==> config.mk <==
export PLATFORM = sky130hd
export DESIGN_NAME = rotation_angle_sequence_analyzer_top
export DESIGN_NICKNAME = d
export VERILOG_FILES = /design/src/design/rasa_pkg.sv /design/src/design/rasa_ctrl.sv /design/src/design/rasa_datapath.sv /design/src/design/rotation_angle_sequence_analyzer_top.sv
export VERILOG_INCLUDE_DIRS = /design/src /design/src/design
export SDC_FILE = /design/constraint.sdc
export NUM_CORES = 1
export LEC_CHECK = 0
export BUFFER_PORTS_ARGS = -buffer_cell sky130_fd_sc_hd__buf_2
export CORE_AREA = 10 10 205 255
export CTS_CLUSTER_DIAMETER = 40
export DETAILED_ROUTE_END_ITERATION = 16
export DIE_AREA = 0 0 215 265
export GPL_TIMING_DRIVEN = 1
export SYNTH_ARGS = -nofsm -noshare
export SYNTH_HDL_FRONTEND = slang
export SYNTH_SLANG_ARGS = --single-unit
export TNS_END_PERCENT = 50
==> constraint.sdc <==
create_clock -name clk -period 6.9 [get_ports clk]
set_clock_uncertainty 0.2 [all_clocks]
set_input_delay 1.38 -clock clk [delete_from_list [all_inputs] [get_ports clk]]
set_output_delay 1.38 -clock clk [all_outputs]
set_load 0.05 [all_outputs]
==> src/design/rotation_angle_sequence_analyzer_top_macros.svh <==
// Assertion macros used by the top-level file to check this block.
`ifndef ROTATION_ANGLE_SEQUENCE_ANALYZER_TOP_MACROS_SVH
`define ROTATION_ANGLE_SEQUENCE_ANALYZER_TOP_MACROS_SVH

// The consequent must hold in the same cycle as the antecedent.
`define RASA_ASSERT_NOW(label, ante, cons) \
	label: assert property (@(posedge clk) disable iff (!arst_n) (ante) |-> (cons)) \
		else $error("rasa check failed in the same cycle");

// The consequent must hold in the cycle after the antecedent.
`define RASA_ASSERT_NEXT(label, ante, cons) \
	label: assert property (@(posedge clk) disable iff (!arst_n) (ante) |=> (cons)) \
		else $error("rasa check failed in the following cycle");

`endif

==> src/design/rasa_pkg.sv <==
package rasa_pkg;

	localparam int ANGLE_BITS = 16;
	localparam int MAX_ITEMS  = 4096;
	localparam int COUNT_W    = 13;
	localparam int SUM_W      = 28;
	localparam int RANGE_W    = ANGLE_BITS + 1;
	localparam int DIV_STEPS  = SUM_W;
	localparam int DIV_CNT_W  = $clog2(DIV_STEPS);

	// Top two phase bits of the first and the fourth quadrant.
	localparam logic [1:0] QUAD_1 = 2'b00;
	localparam logic [1:0] QUAD_4 = 2'b11;

	typedef struct packed {
		logic [ANGLE_BITS-1:0] angle_phase;
		logic                  final_item;
	} angle_word_t;

	typedef struct packed {
		logic [ANGLE_BITS-1:0] relative_angle;
		logic                  relative_valid;
		logic                  direction_ccw;
		logic                  summary_valid;
		logic [ANGLE_BITS-1:0] mean_increment;
		logic [RANGE_W-1:0]    angle_range;
		logic [COUNT_W-1:0]    projections_per_rotation;
		logic                  result_last;
	} result_word_t;

	typedef struct packed {
		logic accept;
		logic load_item;
		logic div_step;
		logic load_summary;
	} cmd_t;

	typedef struct packed {
		logic need_div;
		logic div_last;
	} status_t;

endpackage

==> src/design/rasa_ctrl.sv <==
module rasa_ctrl (
	input  logic              clk,
	input  logic              arst_n,
	input  logic              angle_valid,
	output logic              angle_stall,
	output logic              result_valid,
	input  logic              result_stall,
	input  rasa_pkg::status_t status,
	output rasa_pkg::cmd_t    cmd
);

	localparam logic [1:0] ST_IDLE   = 2'd0;
	localparam logic [1:0] ST_DIV    = 2'd1;
	localparam logic [1:0] ST_FINISH = 2'd2;

	logic [1:0] state_q;
	logic [1:0] state_n;
	logic       out_valid_q;
	logic       out_free;
	logic       accept;

	// The output register can take a word when empty or emptied this cycle.
	assign out_free    = !out_valid_q || !result_stall;
	assign angle_stall = !((state_q == ST_IDLE) && out_free);
	assign accept      = angle_valid && !angle_stall;
	assign result_valid = out_valid_q;

	always_comb begin
		state_n          = state_q;
		cmd.accept       = accept;
		cmd.load_item    = accept && !status.need_div;
		cmd.div_step     = 1'b0;
		cmd.load_summary = 1'b0;
		case (state_q)
			ST_IDLE: begin
				if (accept && status.need_div) begin
					state_n = ST_DIV;
				end
			end
			ST_DIV: begin
				cmd.div_step = 1'b1;
				if (status.div_last) begin
					state_n = ST_FINISH;
				end
			end
			ST_FINISH: begin
				if (out_free) begin
					cmd.load_summary = 1'b1;
					state_n          = ST_IDLE;
				end
			end
			default: begin
				state_n = ST_IDLE;
			end
		endcase
	end

	always_ff @(posedge clk or negedge arst_n) begin
		if (!arst_n) begin
			state_q     <= ST_IDLE;
			out_valid_q <= 1'b0;
		end else begin
			state_q <= state_n;
			if (cmd.load_item || cmd.load_summary) begin
				out_valid_q <= 1'b1;
			end else if (!result_stall) begin
				out_valid_q <= 1'b0;
			end
		end
	end

endmodule

==> src/design/rasa_datapath.sv <==
module rasa_datapath (
	input  logic                   clk,
	input  logic                   arst_n,
	input  rasa_pkg::angle_word_t  angle_word,
	input  rasa_pkg::cmd_t         cmd,
	output rasa_pkg::status_t      status,
	output rasa_pkg::result_word_t result_word
);

	localparam int AB = rasa_pkg::ANGLE_BITS;
	localparam int CW = rasa_pkg::COUNT_W;
	localparam int SW = rasa_pkg::SUM_W;
	localparam int RW = rasa_pkg::RANGE_W;
	localparam int DW = rasa_pkg::DIV_CNT_W;

	// Sequence state.
	logic [AB-1:0] first_q, prev_q, largest_q;
	logic [CW-1:0] count_q, ret_idx_q;
	logic          known_q, undet_q, ccw_q, ret_found_q;
	logic [SW-1:0] sum_q;

	// Division and pending summary.
	logic [SW-1:0] dq_q;
	logic [CW-1:0] rem_q, divisor_q, pend_proj_q;
	logic [AB-1:0] pend_rel_q, pend_largest_q;
	logic          pend_ccw_q;
	logic [DW-1:0] div_cnt_q;

	rasa_pkg::result_word_t out_q;

	logic [AB-1:0] a, first_n, rel, inc, largest_n;
	logic          fin, idx_first, decide, known_n, ccw_n, undet_n, stat_en;
	logic          ret_found_n;
	logic [CW-1:0] ret_idx_n, count_n, proj_n;
	logic [SW-1:0] sum_n;
	logic [1:0]    q1, q2;
	logic [CW:0]   trial, trial_diff;
	logic          trial_ge;

	always_comb begin
		a         = angle_word.angle_phase;
		fin       = angle_word.final_item;
		idx_first = (count_q == '0);
		decide    = (count_q == CW'(1)) && !known_q && !undet_q;
		q1        = first_q[AB-1 -: 2];
		q2        = a[AB-1 -: 2];
		known_n   = known_q;
		ccw_n     = ccw_q;
		undet_n   = undet_q;
		if (decide) begin
			if (q1 == rasa_pkg::QUAD_1 && q2 == rasa_pkg::QUAD_4) begin
				ccw_n   = 1'b1;
				known_n = 1'b1;
			end else if (q1 == rasa_pkg::QUAD_4 && q2 == rasa_pkg::QUAD_1) begin
				ccw_n   = 1'b0;
				known_n = 1'b1;
			end else if (a > first_q) begin
				ccw_n   = 1'b0;
				known_n = 1'b1;
			end else if (a < first_q) begin
				ccw_n   = 1'b1;
				known_n = 1'b1;
			end else begin
				undet_n = 1'b1;
			end
		end
		first_n = idx_first ? a : first_q;
		if (!known_n) begin
			rel = '0;
		end else if (ccw_n) begin
			rel = first_n - a;
		end else begin
			rel = a - first_n;
		end

		stat_en     = known_n && !idx_first && (count_q < CW'(rasa_pkg::MAX_ITEMS));
		inc         = rel - prev_q;
		sum_n       = sum_q;
		largest_n   = largest_q;
		ret_found_n = ret_found_q;
		ret_idx_n   = ret_idx_q;
		if (stat_en) begin
			sum_n = sum_q + SW'(inc);
			if (rel > largest_q) begin
				largest_n = rel;
			end
			if (rel == '0 && !ret_found_q) begin
				ret_found_n = 1'b1;
				ret_idx_n   = count_q;
			end
		end
		count_n = (count_q < CW'(rasa_pkg::MAX_ITEMS)) ? count_q + CW'(1) : count_q;
		proj_n  = ret_found_n ? ret_idx_n : count_n;

		status.need_div = fin && known_n && (count_n >= CW'(2));
		status.div_last = (div_cnt_q == '0);

		// One restoring division step: quotient bit shifts into dq_q.
		trial      = {rem_q, dq_q[SW-1]};
		trial_ge   = (trial >= {1'b0, divisor_q});
		trial_diff = trial - {1'b0, divisor_q};
	end

	always_ff @(posedge clk or negedge arst_n) begin
		if (!arst_n) begin
			first_q     <= '0;
			prev_q      <= '0;
			largest_q   <= '0;
			count_q     <= '0;
			ret_idx_q   <= '0;
			known_q     <= 1'b0;
			undet_q     <= 1'b0;
			ccw_q       <= 1'b0;
			ret_found_q <= 1'b0;
			sum_q       <= '0;
			div_cnt_q   <= '0;
		end else if (cmd.accept) begin
			if (fin) begin
				first_q     <= '0;
				prev_q      <= '0;
				largest_q   <= '0;
				count_q     <= '0;
				ret_idx_q   <= '0;
				known_q     <= 1'b0;
				undet_q     <= 1'b0;
				ccw_q       <= 1'b0;
				ret_found_q <= 1'b0;
				sum_q       <= '0;
			end else begin
				first_q     <= first_n;
				if (stat_en) begin
					prev_q <= rel;
				end
				largest_q   <= largest_n;
				count_q     <= count_n;
				ret_idx_q   <= ret_idx_n;
				known_q     <= known_n;
				undet_q     <= undet_n;
				ccw_q       <= ccw_n;
				ret_found_q <= ret_found_n;
				sum_q       <= sum_n;
			end
			if (status.need_div) begin
				div_cnt_q <= DW'(rasa_pkg::DIV_STEPS - 1);
			end
		end else if (cmd.div_step && div_cnt_q != '0) begin
			div_cnt_q <= div_cnt_q - DW'(1);
		end
	end

	always_ff @(posedge clk) begin
		if (cmd.accept && status.need_div) begin
			dq_q           <= sum_n;
			rem_q          <= '0;
			divisor_q      <= count_n - CW'(1);
			pend_rel_q     <= rel;
			pend_ccw_q     <= ccw_n;
			pend_largest_q <= largest_n;
			pend_proj_q    <= proj_n;
		end else if (cmd.div_step) begin
			dq_q  <= {dq_q[SW-2:0], trial_ge};
			rem_q <= trial_ge ? trial_diff[CW-1:0] : trial[CW-1:0];
		end

		if (cmd.load_item) begin
			out_q.relative_angle           <= rel;
			out_q.relative_valid           <= known_n;
			out_q.direction_ccw            <= known_n && ccw_n;
			out_q.summary_valid            <= 1'b0;
			out_q.mean_increment           <= '0;
			out_q.angle_range              <= '0;
			out_q.projections_per_rotation <= '0;
			out_q.result_last              <= fin;
		end else if (cmd.load_summary) begin
			out_q.relative_angle           <= pend_rel_q;
			out_q.relative_valid           <= 1'b1;
			out_q.direction_ccw            <= pend_ccw_q;
			out_q.summary_valid            <= 1'b1;
			out_q.mean_increment           <= dq_q[AB-1:0];
			out_q.angle_range              <= {1'b0, dq_q[AB-1:0]} + {1'b0, pend_largest_q};
			out_q.projections_per_rotation <= pend_proj_q;
			out_q.result_last              <= 1'b1;
		end
	end

	assign result_word = out_q;

endmodule

==> src/design/rotation_angle_sequence_analyzer_top.sv <==
// Channel   Signals                                   Carries
// angle     angle_valid, angle_stall, angle_word      one phase word, final flag
// result    result_valid, result_stall, result_word   one result word per angle word
//
// Every angle word but a final one that starts the divider has its result loaded into the
// output register at the edge that takes it, so with a free receiver angle words stream
// at one per cycle. A final word that closes a sequence with a known direction starts a
// restoring divider that yields one quotient bit per cycle: angle_stall stays high for
// all its quotient bits and the summary load, and longer while a stalled result word
// holds the output register. Reset is asynchronous and clears the sequence state.
`include "rotation_angle_sequence_analyzer_top_macros.svh"

module rotation_angle_sequence_analyzer_top (
	input  logic                   clk,
	input  logic                   arst_n,
	input  logic                   angle_valid,
	output logic                   angle_stall,
	input  rasa_pkg::angle_word_t  angle_word,
	output logic                   result_valid,
	input  logic                   result_stall,
	output rasa_pkg::result_word_t result_word
);

	// Commands run from the controller to the datapath, status comes back.
	rasa_pkg::cmd_t    cmd;
	rasa_pkg::status_t status;

	// Terms used by the checks at the end.
	logic summary_out;
	logic summary_closed;
	logic proj_nonzero;

	// The controller owns the handshakes and the division sequencing.
	rasa_ctrl u_ctrl (
		.clk          (clk),
		.arst_n       (arst_n),
		.angle_valid  (angle_valid),
		.angle_stall  (angle_stall),
		.result_valid (result_valid),
		.result_stall (result_stall),
		.status       (status),
		.cmd          (cmd)
	);

	// The datapath holds the sequence statistics, the divider and the output word.
	rasa_datapath u_datapath (
		.clk         (clk),
		.arst_n      (arst_n),
		.angle_word  (angle_word),
		.cmd         (cmd),
		.status      (status),
		.result_word (result_word)
	);

	assign summary_out    = result_valid && result_word.summary_valid;
	assign summary_closed = result_word.relative_valid && result_word.result_last;
	assign proj_nonzero   = (result_word.projections_per_rotation != '0);

	// A summary word always closes a sequence with a known direction.
	`RASA_ASSERT_NOW(a_summary_consistent, summary_out, summary_closed)

	// A sequence summary never reports zero projections.
	`RASA_ASSERT_NOW(a_projections_nonzero, summary_out, proj_nonzero)

	// Once a division starts, no further angle word is taken in the next cycle.
	`RASA_ASSERT_NEXT(a_div_blocks_input, cmd.accept && status.need_div, angle_stall)

endmodule

-- Word level (Yosys, flattened, before mapping)
Index checks and enable logic that the tools add are counted.
W data, S select, Z words.
- equality and inequality tests: 14
- multiplexer cells: 55
- add/sub/neg operators: 9
- reduce and logical (&&, ||, !) cells: 41
- order comparisons: 6
- operators with widths (cell ; number):
    $mux W16 ; 9
    $mux W66 ; 2
    $mux W28 ; 4
    $mux W13 ; 7
    $sub A16 B16 Y16 ; 3
    $gt A16 B16 Y1 ; 2
    $add A28 B16 Y28 ; 1
    $mux W1 ; 26
    $add A16 B16 Y17 ; 1
    $logic_not A16 Y1 ; 1
    $lt A16 B16 Y1 ; 1
    $logic_and A1 B1 Y1 ; 15
    $mux W5 ; 3
    $ge A14 B13 Y1 ; 1
    $add A13 B1 Y13 const B ; 1
    $eq A13 B1 Y1 const B ; 1
    $ge A13 B2 Y1 const B ; 1
    $logic_not A13 Y1 ; 1
    $lt A13 B13 Y1 const B ; 1
    $sub A13 B1 Y13 const B ; 1
    $sub A13 B13 Y13 ; 1
    $ne A2 B2 Y1 const B ; 6
    $reduce_bool A2 Y1 ; 5
    $logic_not A1 Y1 ; 8
    other kinds (13) ; 23
- register bits: 280
- output and inout port bits: 68

-- Depth between registers and ports, before layout
Gate-level depths: netlist (run 1).
- depth after elaboration: 13
- gate-level depth with buffers: 35
- mapped depth without buffers: 33

-- Cells and area by module
A second synthesis (run 1) with hierarchy kept.
- cell total of the unflattened synthesis: 1882
- area, all modules: 17870.9 µm²
- by module, submodules not included (module ; cells an instance ; times used ; seq. area each (µm²) ; area each (µm²)):
    rasa_datapath ; 1864 ; 1 ; 7161.9 ; 17698.2
    rasa_ctrl ; 18 ; 1 ; 75.1 ; 172.7

-- Least setup slack after synthesis (run 1)
OpenSTA, ideal clock, no wires.
- kind: input to register
- start point: input angle_word[15] (netlist bit)
- end point: register u_datapath.dq_q[25] (data pin)
- required time: 6.430 ns
- stages: 32
- arrival time: 7.702 ns
- path buffers: 2
- path slack: -1.272 ns
- setup time: 0.270 ns
- cells stage by stage: ha_1 nand4_1 or3_4 nor3_1 o31ai_1 a21oi_1 clkbuf_1 clkbuf_1 nor2_1 inv_1 ha_1 inv_1 fa_1 a21o_1 a21o_1 a21o_1 a21oi_1 o21bai_1 a21oi_1 o21bai_1 a2111oi_0 o31ai_1 a21oi_1 xnor2_1 ha_1 nand3_1 a311oi_1 o31ai_1 a21oi_1 and3_1 xnor2_1 a21oi_1
- cells in the longest elaborated chain, start to end: 12
- elaborated cells between the ends (all ways): 30
- those cells by class: add/sub: 4; order compare: 2; eq/ne: 1; mux: 15; reduce/logical: 8
- ends and longest elaborated chain (item ; line ; RTL):
    start, declared ; rotation_angle_sequence_analyzer_top.sv:18 ; input rasa_pkg::angle_word_t angle_word,
    $lt A16 B16 Y1 ; rasa_datapath.sv:60 ; end else if (a < first_q) begin
    $mux W1 ; rasa_datapath.sv:60 ;
    $mux W1 ; rasa_datapath.sv:57 ; end else if (a > first_q) begin
    $mux W1 ; rasa_datapath.sv:54 ; end else if (q1 == rasa_pkg::QUAD_4 && q2 == rasa_pkg::QUAD_1) begin
    $mux W1 ; rasa_datapath.sv:51 ; if (q1 == rasa_pkg::QUAD_1 && q2 == rasa_pkg::QUAD_4) begin
    $mux W1 ; rasa_datapath.sv:50 ; if (decide) begin
    $mux W16 ; rasa_datapath.sv:70 ; end else if (ccw_n) begin
    $mux W16 * ; rasa_datapath.sv:68 ; if (!known_n) begin
    via u_datapath.rel[0] ; rasa_datapath.sv:31 ; logic [AB-1:0] a, first_n, rel, inc, largest_n;
    $sub A16 B16 Y16 * ; rasa_datapath.sv:77 ; inc = rel - prev_q;
    $add A28 B16 Y28 * ; rasa_datapath.sv:83 ; sum_n = sum_q + SW'(inc);
    $mux W28 * ; rasa_datapath.sv:82 ; if (stat_en) begin
    $mux W28 * ; rasa_datapath.sv:152 ; if (cmd.accept && status.need_div) begin
    end signal, assigned ; rasa_datapath.sv:153 ; dq_q <= sum_n;
    end signal, assigned ; rasa_datapath.sv:161 ; dq_q <= {dq_q[SW-2:0], trial_ge};
    end, declared ; rasa_datapath.sv:23 ; logic [SW-1:0] dq_q;
The timed path passes the listed nets; every way through them passes the cells marked *.
A chain may end at the register's enable or synchronous reset.

-- Worst setup path in the final report (run 1)
Ends and elaborated chain as after synthesis.

==> run_results.csv, run 1 <==
group,metric,value,unit
worst_setup_path,critPathBufInv,3,
route,drc,0,
floorplan,fp.dieH,265,um
yosys,yosysTopAreaCellShare,18.46,%
final_layout,finalNetCount,2304,
final_layout,multiInputGateArea,9600,sq um
clock_network,clockRootBuffer,"clkbuf_16",
sta,min_period,7.119,ns
global_routing,gr-total-overflow,0,
yosys,synth-seq-area-share,41.98,%
run_status,status,"finished, violations left",
global_routing,met1_usage,19.76,%
global_routing,grt_max_degree,67,
yosys,synth_nets,2033,
hold_path,hold_start,"u_datapath.result_word[47]",
yosys,avgSynthCellArea,9.210,sq um
global_routing,gr-max-usage-layer,"met2",
worst_setup_path,setup.worst_path.class,"in -> reg",
yosys,synth_cell_types,79,
yosys,synth_edf_count,106,
final_layout,n_antenna_cell,0,
route,initialDrtViolationCount,980,
floorplan,die_x,215,um
route,ant_nets,0,
worst_setup_path,setup.worst_path.end_class,"flop",
sta,fmax,140.5,MHz
worst_setup_path,r2r-end,"u_datapath.dq_q[25]",
yosys,yosysTopAreaCell,"edfxtp_1",
worst_setup_path,rr_startpoint,"u_datapath.count_q[2]",
clock_network,h-tree-depth,2,
final_layout,final_layout_size_suffix_gt1_share,22.88,%
route,routed_via_density,5.221,
sta,worst_pin_slew,1.096,ns
worst_setup_path,slowest_delay,0.49,ns
worst_setup_path,worst_setup_path_start_kind,"input port",
worst_setup_path,r2r_cells,31,
sta,relSlewSlack,26.92,%
sta,setup_viol,17,
sta,rsz0062_at_grt,"true",
floorplan,ioPinCount,89,
flow_run,cap_violations,0,
clock_network,cts_tree,"done",
hold_path,min_to,"u_datapath.result_word[47]",
yosys,postSynth.asyncResetShare,40.71,%
clock_network,clock_latency,0.57,ns
yosys,syn_inst,1872,
run_status,violations,"negative setup slack",
floorplan,coreArea,47100,sq um
clock_network,clk_pin_slew,0.06,ns
yosys,netlist_area,17240,sq um
hold_path,hold_path_depth,2,
sta,fin_hold_ws,0.2418,ns
global_routing,grt_pass1_vias,14800,
yosys,ys_seq_elements,280,
worst_setup_path,critPathSlowestCell,"or4b_4",
sta,hold_viol,0,
worst_setup_path,cp.required,7.00,ns
global_routing,grt_use_met3,2.974,%
route,wirelength,49260,um
route,vias,14690,
global_routing,grt_use_total,16.76,%
final_layout,instances_no_fill,2814,
route,wl_per_cell,17.50,um
global_routing,antenna_found_initial,0,
route,firstDrtPassIters,5,
hold_path,hp-class,"reg -> reg",
placed_design,post-place-cells,2690,
sta,finalMaxSlewViolations,0,
yosys,ys.flop_type,"dfrtp_1",
final_layout,fillers,4428,
clock_network,cts_sinks,280,
placed_design,dp_hpwl,35230,um
global_routing,met2_usage,29.02,%
sta,fin_crit_sh,103.2,%
placed_design,globalplace.congestion,0.9094,
worst_setup_path,crit_family,"compound AO/OA/AOI/OAI gates",
floorplan,start_util,36.60,%
final_layout,seq_area,7237,sq um
clock_network,cts_buffer_depth,3,
clock_network,cts_made_buffers,44,
sta,fin_ws,-0.2188,ns
floorplan,dieArea,56980,sq um
global_routing,grt_pass1_wl,78260,um
yosys,ys_warn_count,0,
placed_design,numPortBuffers,88,
worst_setup_path,worstPathArrival,7.22,ns
worst_setup_path,r2r_slack,-0.06,ns
worst_setup_path,cp_max_fo,6,
floorplan,num_rows,89,
yosys,synthTopCellsByArea,"edfxtp_1 (18%), dfrtp_1 (17%), ha_1 (9.7%)",
final_layout,layout-area-overhead-vs-synth,27.24,%
worst_setup_path,cp_common_cell,"a21oi_2",
placed cells by master, fill, tap and decap left out, types with 11 or more instances in the layout:
cell type | netlist | routed
a21o_1 | 29 | 28
edfxtp_1 | 106 | 106
a22oi_1 | 11 | 11
nand2_1 | 243 | 238
o22ai_1 | 31 | 31
nor2b_1 | 31 | 31
a32oi_1 | 11 | 11
ha_1 | 134 | 126
nor3_1 | 24 | 21
o21ai_1 | 12 | 23
dfxtp_1 | 60 | 60
a31oi_1 | 33 | 30
buf_4 | 1 | 231
a21boi_0 | 14 | 13
nand2b_1 | 17 | 17
inv_1 | 140 | 140
nor2_1 | 116 | 103
xor2_1 | 34 | 32
mux2i_1 | 44 | 44
o31ai_1 | 17 | 15
xnor2_1 | 56 | 52
nand3_1 | 50 | 46
dfrtp_1 | 114 | 114
clkbuf_16 | 0 | 46
buf_2 | 1 | 83
a21oi_1 | 79 | 71
nand4_1 | 19 | 19
a22o_1 | 47 | 47
o21ai_0 | 133 | 121
registers in the layout, summed over array words and instances, names as in the netlist, 2 cells and up:
register	flops
u_datapath.result_word	66
u_datapath.dq_q	28
u_datapath.sum_q	28
u_datapath.first_q	16
u_datapath.largest_q	16
u_datapath.pend_largest_q	16
u_datapath.pend_rel_q	16
u_datapath.prev_q	16
u_datapath.count_q	13
u_datapath.divisor_q	13
u_datapath.pend_proj_q	13
u_datapath.rem_q	13
u_datapath.ret_idx_q	13
u_datapath.div_cnt_q	5
u_ctrl.state_q	2
layer usage:
layer  part of all wire (%)  up-vias
li1                       -     7232
met1                     43     6998
met2                     48      342
met3                    4.6      121
met4                    4.5        0
met5                      0        -
logic make-up after synthesis:
logic type	after synthesis	synth area share, %
xor+xnor	90	4.572
mux	63	3.796
simple gates	574	15.50
buf+inv	241	5.537
compound gates	484	18.19
flops	280	41.98
fa+ha+maj	140	10.42
synth_stat cells, types with 11 or more instances:
cell type,number
nand3_1,50
edfxtp_1,106
xor2_1,34
and3_1,12
nor2b_1,31
dfxtp_1,60
nand4_1,19
a21boi_0,14
o21ai_0,133
o22ai_1,31
clkbuf_1,90
nand2b_1,17
a21oi_1,79
mux2i_1,44
a31oi_1,33
dfrtp_1,114
inv_1,140
xnor2_1,56
a22o_1,47
a32oi_1,11
a21o_1,29
o31ai_1,17
nor3_1,24
ha_1,134
nand2_1,243
a22oi_1,11
nor2_1,116
o21ai_1,12
per-stage QoR:
stage / cell area [sq um] / utilization (%) / worst slack [ns] / TNS (ns)
2_1_floorplan: 17390 / - / -0.6183 / -9.402
3_3_place_gp: 19700 / 41.83 / -0.7761 / -18.35
3_5_place_dp: 19700 / 41.83 / -0.9053 / -21.93
4_1_cts: 21580 / 45.81 / -0.1747 / -1.594
5_1_grt: 21940 / 46.57 / -0.4598 / -9.253
6_report: 21940 / 46.57 / -0.2188 / -1.976
worst register-to-register path: cells and delay by family, from the launching register on:
| kind | cells | cell delay, ns |
|---|---|---|
| simple gates | 6 | 1.25 |
| fa+ha+maj | 4 | 1.26 |
| mux | 1 | 0.27 |
| compound gates | 14 | 2.51 |
| xor+xnor | 3 | 0.39 |
| flops | 1 | 0.39 |
| buf+inv | 3 | 0.41 |
what timing repair did:
item / in CTS / in global routing
buffers inserted: 30 / 14
gates resized for setup: 40 / 52
setup endpoints to repair: 24 / 34
pin swaps: 16 / 41
endpoints found under the hold margin: 0 / 0
hold buffers: 0 / 0
worst max-delay path by stage:
stage	startpoint	to	slack, ns	cells after the start
floorplan	angle_word[16]	u_datapath.dq_q[25]	-0.62	31
global placement	angle_word[16]	u_datapath.dq_q[22]	-0.78	28
detailed placement	angle_word[16]	u_datapath.dq_q[26]	-0.91	28
CTS	angle_word[16]	u_datapath.dq_q[25]	-0.17	30
global route	angle_word[15]	u_datapath.dq_q[27]	-0.46	30
finish	angle_word[15]	u_datapath.dq_q[25]	-0.22	30
layout make-up:
cell class,count,area share (%)
Tap cell,637,3.633
Multi-Input combinational cell,1351,43.77
Clock inverter,27,1.266
Timing Repair Buffer,323,10.36
Clock buffer,53,5.504
Sequential cell,280,32.99
Inverter,143,2.481
Power of run 1 is left out: the tool's default activity adds up to more than one toggle a clock period on the data nets, which glitch-free logic cannot reach.
==> run 2: changes to the inputs <==
--- a/config.mk
+++ b/config.mk
@@ -7,11 +7,12 @@
 export NUM_CORES = 1
 export LEC_CHECK = 0
 export BUFFER_PORTS_ARGS = -buffer_cell sky130_fd_sc_hd__buf_2
-export CORE_AREA = 10 10 205 255
+export CORE_AREA = 10 10 168 210
 export CTS_CLUSTER_DIAMETER = 40
 export DETAILED_ROUTE_END_ITERATION = 16
-export DIE_AREA = 0 0 215 265
+export DIE_AREA = 0 0 178 220
 export GPL_TIMING_DRIVEN = 1
+export PLACE_DENSITY = 0.76
 export SYNTH_ARGS = -nofsm -noshare
 export SYNTH_HDL_FRONTEND = slang
 export SYNTH_SLANG_ARGS = --single-unit
==> run 2 against run 1 <==
Against the previous run:
- the run still ends with negative setup slack left
- via count up 2.5%
- cell area decreased by 2.4%
- fmax about the same
- register-to-register slack got worse by 0.02 ns
- die area down 31%
- first-iteration DRC count grew 1.1%
- hold slack got worse by 0.0015 ns
- sequential share of layout area increased by 0.80 points
- count of clock-buffer cells in the layout fell by 3
- non-clock buffer count down 19
- cell count fell by 9.0%
- critical path depth grew 1
==> run_results.csv, run 2 (synthesis results as in run 1) <==
group,metric,value,unit
sta,fin_crit_sh,103.1,%
worst_setup_path,crit_family,"compound AO/OA/AOI/OAI gates",
final_layout,layout-area-overhead-vs-synth,24.21,%
final_layout,final_common_cell,"nand2_1",
route,wl_per_cell,18.34,um
route,wirelength,47000,um
worst_setup_path,critPathSlowestCell,"or4b_4",
floorplan,ioPinCount,89,
clock_network,cts_sinks,280,
clock_network,clockRootBuffer,"clkbuf_16",
final_layout,layout_common_cells,"nand2_1 (237), buf_4 (213), inv_1 (140)",
worst_setup_path,cp_common_cell,"a21oi_2",
floorplan,num_rows,73,
floorplan,dieArea,39160,sq um
global_routing,met1_usage,28.17,%
final_layout,fillers,2360,
route,firstDrtPassIters,7,
clock_network,cts_buffer_depth,3,
final_layout,final_layout_size_suffix_gt1_share,22.57,%
hold_path,hp-class,"reg -> reg",
global_routing,antenna_found_initial,0,
route,ant_nets,0,
clock_network,cts_tree,"done",
worst_setup_path,worst_setup_path_start_kind,"input port",
placed_design,postPlaceCellArea,19370,sq um
final_layout,post-route-cell-area,21410,sq um
worst_setup_path,critPathBufInv,3,
route,routed_via_density,5.877,
clock_network,cts_made_buffers,39,
global_routing,grt_use_total,23.72,%
placed_design,dp_hpwl,32310,um
sta,fin_hold_ws,0.2402,ns
worst_setup_path,setup.worst_path.end_class,"flop",
worst_setup_path,cp_max_fo,5,
global_routing,gr-total-overflow,0,
worst_setup_path,cp.required,6.96,ns
clock_network,h-tree-depth,2,
global_routing,grt_pass1_wl,75900,um
final_layout,seq_area,7237,sq um
sta,worst_pin_slew,1.109,ns
global_routing,grt_pass1_vias,15210,
route,vias,15060,
clock_network,clk_pin_slew,0.05,ns
sta,hold_viol,0,
final_layout,largest_reg_flops,66,
route,drc,0,
run_status,status,"finished, violations left",
worst_setup_path,slowest_delay,0.49,ns
flow_run,cap_violations,0,
route,initialDrtViolationCount,991,
final_layout,multiInputGateArea,9662,sq um
floorplan,coreArea,31330,sq um
worst_setup_path,setup.worst_path.class,"in -> reg",
floorplan,die_x,178,um
global_routing,grt_use_met3,3.596,%
global_routing,gr-max-usage-layer,"met2",
sta,min_period,7.114,ns
sta,relSlewSlack,26.06,%
run_status,violations,"negative setup slack",
sta,finalMaxSlewViolations,0,
global_routing,grt_max_degree,73,
sta,fmax,140.6,MHz
placed_design,globalplace.congestion,0.9144,
floorplan,fp.dieH,220,um
placed_design,numPortBuffers,88,
clock_network,clock_latency,0.53,ns
sta,fin_ws,-0.2136,ns
worst_setup_path,worstPathArrival,7.18,ns
floorplan,start_util,55.03,%
sta,setup_viol,17,
global_routing,met2_usage,41.38,%
sta,rsz0062_at_grt,"true",
final_layout,finalNetCount,2280,
run 2: path summary, 6_finish.rpt:
kind	startpoint	to	slack [ns]	cells after the start
setup / recovery	angle_word[16]	u_datapath.dq_q[27]	-0.21	31
hold / removal	u_datapath.result_word[47]	u_datapath.result_word[47]	0.24	2
setup reg to reg	u_datapath.count_q[8]	u_datapath.dq_q[27]	-0.08	30
hold reg to reg	u_datapath.result_word[47]	u_datapath.result_word[47]	0.24	2
max in group asynchronous	arst_n	u_datapath.sum_q[27]	4.36	2
min in group asynchronous	arst_n	u_datapath.first_q[4]	0.66	1
run 2: per-layer routing:
layer	up-vias	wire length, um	part of all wire (%)
met5	-	0	0
met4	0	1893	4.0
met3	117	2595	5.5
met2	458	23380	50
met1	7290	19130	41
li1	7193	-	-
run 2: cell type report:
cell class / instances / share of cell area [%]
Antenna cell: 1 / 0.01169
Clock buffer: 50 / 5.235
Clock inverter: 21 / 1.005
Inverter: 143 / 2.542
Multi-Input combinational cell: 1351 / 45.12
Sequential cell: 280 / 33.79
Tap cell: 412 / 2.407
Timing Repair Buffer: 304 / 9.886
run 2: through the flow:
stage | setup TNS, ns | cells | worst slack (ns) | utilization [%]
2_1_floorplan | -9.402 | 1872 | -0.6183 | -
3_3_place_gp | -17.34 | 2460 | -0.7577 | 61.84
3_5_place_dp | -22.18 | 2460 | -0.8758 | 61.84
4_1_cts | -2.120 | 2552 | -0.2263 | 67.11
5_1_grt | -8.932 | 2561 | -0.4944 | 68.35
6_report | -1.878 | 2562 | -0.2136 | 68.35
run 2: what timing repair did:
| item | CTS | global route |
|---|---|---|
| setup endpoints to repair | 24 | 35 |
| resized for setup | 39 | 55 |
| setup buffers | 21 | 10 |
| pin swaps | 30 | 45 |
| hold buffers | 0 | 0 |
| hold endpoints to repair | 0 | 0 |
run 2: worst reg2reg max path: cells and delay by family (launching register included):
kind / cells / cell delay, ns
DFF: 1 / 0.38
AOI/OAI and AO/OA: 10 / 1.88
and+or+nand+nor: 10 / 2.12
adders and majority gates: 4 / 1.22
muxes: 1 / 0.28
xor gates and xnor gates: 2 / 0.31
buffers and inverters: 3 / 0.33
Power of run 2 is left out for the same reason.
==> run 3: changes to the inputs <==
--- a/config.mk
+++ b/config.mk
@@ -7,10 +7,10 @@
 export NUM_CORES = 1
 export LEC_CHECK = 0
 export BUFFER_PORTS_ARGS = -buffer_cell sky130_fd_sc_hd__buf_2
-export CORE_AREA = 10 10 168 210
+export CORE_AREA = 10 10 187 189
 export CTS_CLUSTER_DIAMETER = 40
 export DETAILED_ROUTE_END_ITERATION = 16
-export DIE_AREA = 0 0 178 220
+export DIE_AREA = 0 0 197 199
 export GPL_TIMING_DRIVEN = 1
 export PLACE_DENSITY = 0.76
 export SYNTH_ARGS = -nofsm -noshare
==> run 3 against run 2 <==
Against the previous run:
- the flow still finishes with violations (negative setup slack)
- global-route usage grew 0.27 points
- largest cell class unchanged
- cell count shrank 0.27%
- die area grew 0.11%
==> run_results.csv, run 3 (synthesis results as in run 1) <==
group,metric,value,unit
worst_setup_path,cp_common_cell,"a21oi_2",
clock_network,clock_latency,0.55,ns
global_routing,antenna_found_initial,0,
floorplan,die_x,197,um
final_layout,layout_common_cells,"nand2_1 (238), buf_4 (207), inv_1 (139)",
route,firstDrtPassIters,6,
sta,rsz0062_at_grt,"true",
final_layout,n_antenna_cell,0,
sta,fin_ws,-0.2429,ns
worst_setup_path,setup.worst_path.end_class,"flop",
global_routing,grt_pass1_vias,15090,
hold_path,hold_path_depth,2,
placed_design,dp_hpwl,31900,um
floorplan,start_util,55.20,%
route,m1WireLength,20050,um
route,initialDrtViolationCount,1376,
sta,setup_viol,20,
route,route.met2.wl,22950,um
sta,fin_crit_sh,103.5,%
global_routing,grt_max_degree,70,
final_layout,final_layout_size_suffix_gt1_share,21.74,%
worst_setup_path,worst_setup_path_start_kind,"input port",
placed_design,numPortBuffers,88,
run_status,violations,"negative setup slack",
clock_network,cts_buffer_depth,3,
clock_network,h-tree-depth,2,
worst_setup_path,cp_max_fo,5,
final_layout,instances_no_fill,2555,
floorplan,fp.dieH,199,um
run_status,status,"finished, violations left",
floorplan,ioPinCount,89,
placed_design,globalplace.congestion,0.9108,
floorplan,num_rows,65,
route,wl_met3,2947,um
clock_network,cts_hold_buffers,0,
final_layout,layout-area-overhead-vs-synth,24.54,%
worst_setup_path,setup.worst_path.class,"in -> reg",
route,routed_via_density,5.908,
sta,finalMaxSlewViolations,0,
clock_network,cts_tree,"done",
final_layout,finalNetCount,2280,
floorplan,dieArea,39200,sq um
clock_network,cts_made_buffers,44,
final_layout,largest_reg_flops,66,
floorplan,coreArea,31230,sq um
route,drc,0,
route,vias,15090,
global_routing,grt_pass1_wl,77020,um
sta,fmax,140.0,MHz
worst_setup_path,r2r_cells,31,
clock_network,clockRootBuffer,"clkbuf_16",
route,top_layer_used,"met4",
sta,min_period,7.143,ns
sta,relSlewSlack,20.27,%
sta,hold_viol,0,
global_routing,gr-total-overflow,0,
route,wirelength,47250,um
final_layout,final_common_cell,"nand2_1",
clock_network,cts_sinks,280,
global_routing,grt_use_total,23.99,%
worst_setup_path,critPathSlowestCell,"or3_4",
placed_design,post-place-cells,2438,
worst_setup_path,cp.required,6.98,ns
flow_run,cap_violations,0,
route,wl_per_cell,18.49,um
clock_network,clk_pin_slew,0.05,ns
worst_setup_path,slowest_delay,0.46,ns
hold_path,hp-class,"reg -> reg",
route,ant_nets,0,
worst_setup_path,worstPathArrival,7.22,ns
sta,worst_pin_slew,1.192,ns
==> run 3: cell count changes in the layout (fill, tap and decap cells not counted), sizes merged <==
cell / delta
buf: -5
bufinv: +5
clkbuf: +3
clkinv: +1
clkinvlp: +1
diode: -1
inv: -1
==> run 3: cell type report <==
class	instances	area [sq um]
fill	2348	9758
multi-input combinational	1351	9525
sequential	280	7237
timing repair buffer	299	2096
clock buffer	53	1219
inverter	143	544.3
tap	402	503.0
clock inverter	27	347.8
==> run 3: metrics by stage <==
step / hold WS (ns) / setup TNS [ns] / worst slack, ns / area (sq um) / utilization (%)
3_3_place_gp: 0.2221 / -16.73 / -0.7257 / 19270 / 61.69
5_1_grt: 0.2638 / -8.870 / -0.4842 / 21470 / 68.75
2_1_floorplan: 0.2178 / -9.402 / -0.6183 / 17390 / -
3_5_place_dp: 0.2309 / -22.27 / -0.9177 / 19270 / 61.69
6_report: 0.2398 / -2.885 / -0.2429 / 21470 / 68.75
4_1_cts: 0.2460 / -3.685 / -0.2794 / 21180 / 67.81
==> run 3: critical path: cells and delay by family <==
| kind | cells | cell delay [ns] |
|---|---|---|
| simple gates | 6 | 1.27 |
| buf+inv | 5 | 0.45 |
| xor+xnor | 2 | 0.22 |
| fa+ha+maj | 4 | 1.16 |
| compound gates | 16 | 2.70 |
==> run 3: path summary, 6_finish.rpt <==
path / from / to / slack, ns
max: angle_word[1] / u_datapath.dq_q[25] / -0.24
min: u_datapath.result_word[47] / u_datapath.result_word[47] / 0.24
max reg2reg: u_datapath.count_q[2] / u_datapath.dq_q[25] / -0.01
min reg2reg: u_datapath.result_word[47] / u_datapath.result_word[47] / 0.24
max in group asynchronous: arst_n / u_datapath.sum_q[16] / 4.41
min in group asynchronous: arst_n / u_datapath.ret_idx_q[8] / 0.68
==> run 3: what timing repair did <==
| item | in CTS | in global routing |
|---|---|---|
| buffers inserted | 25 | 14 |
| setup endpoints to repair | 24 | 32 |
| gates resized for setup | 39 | 43 |
| pin swaps | 38 | 31 |
==> run 3: per-layer routing <==
layer / GRT usage [%] / up-vias
met5: 0 / -
met4: 8.801 / 0
met3: 4.089 / 96
met2: 40.29 / 488
met1: 30.46 / 7315
li1: - / 7195
Power of run 3 is left out for the same reason.
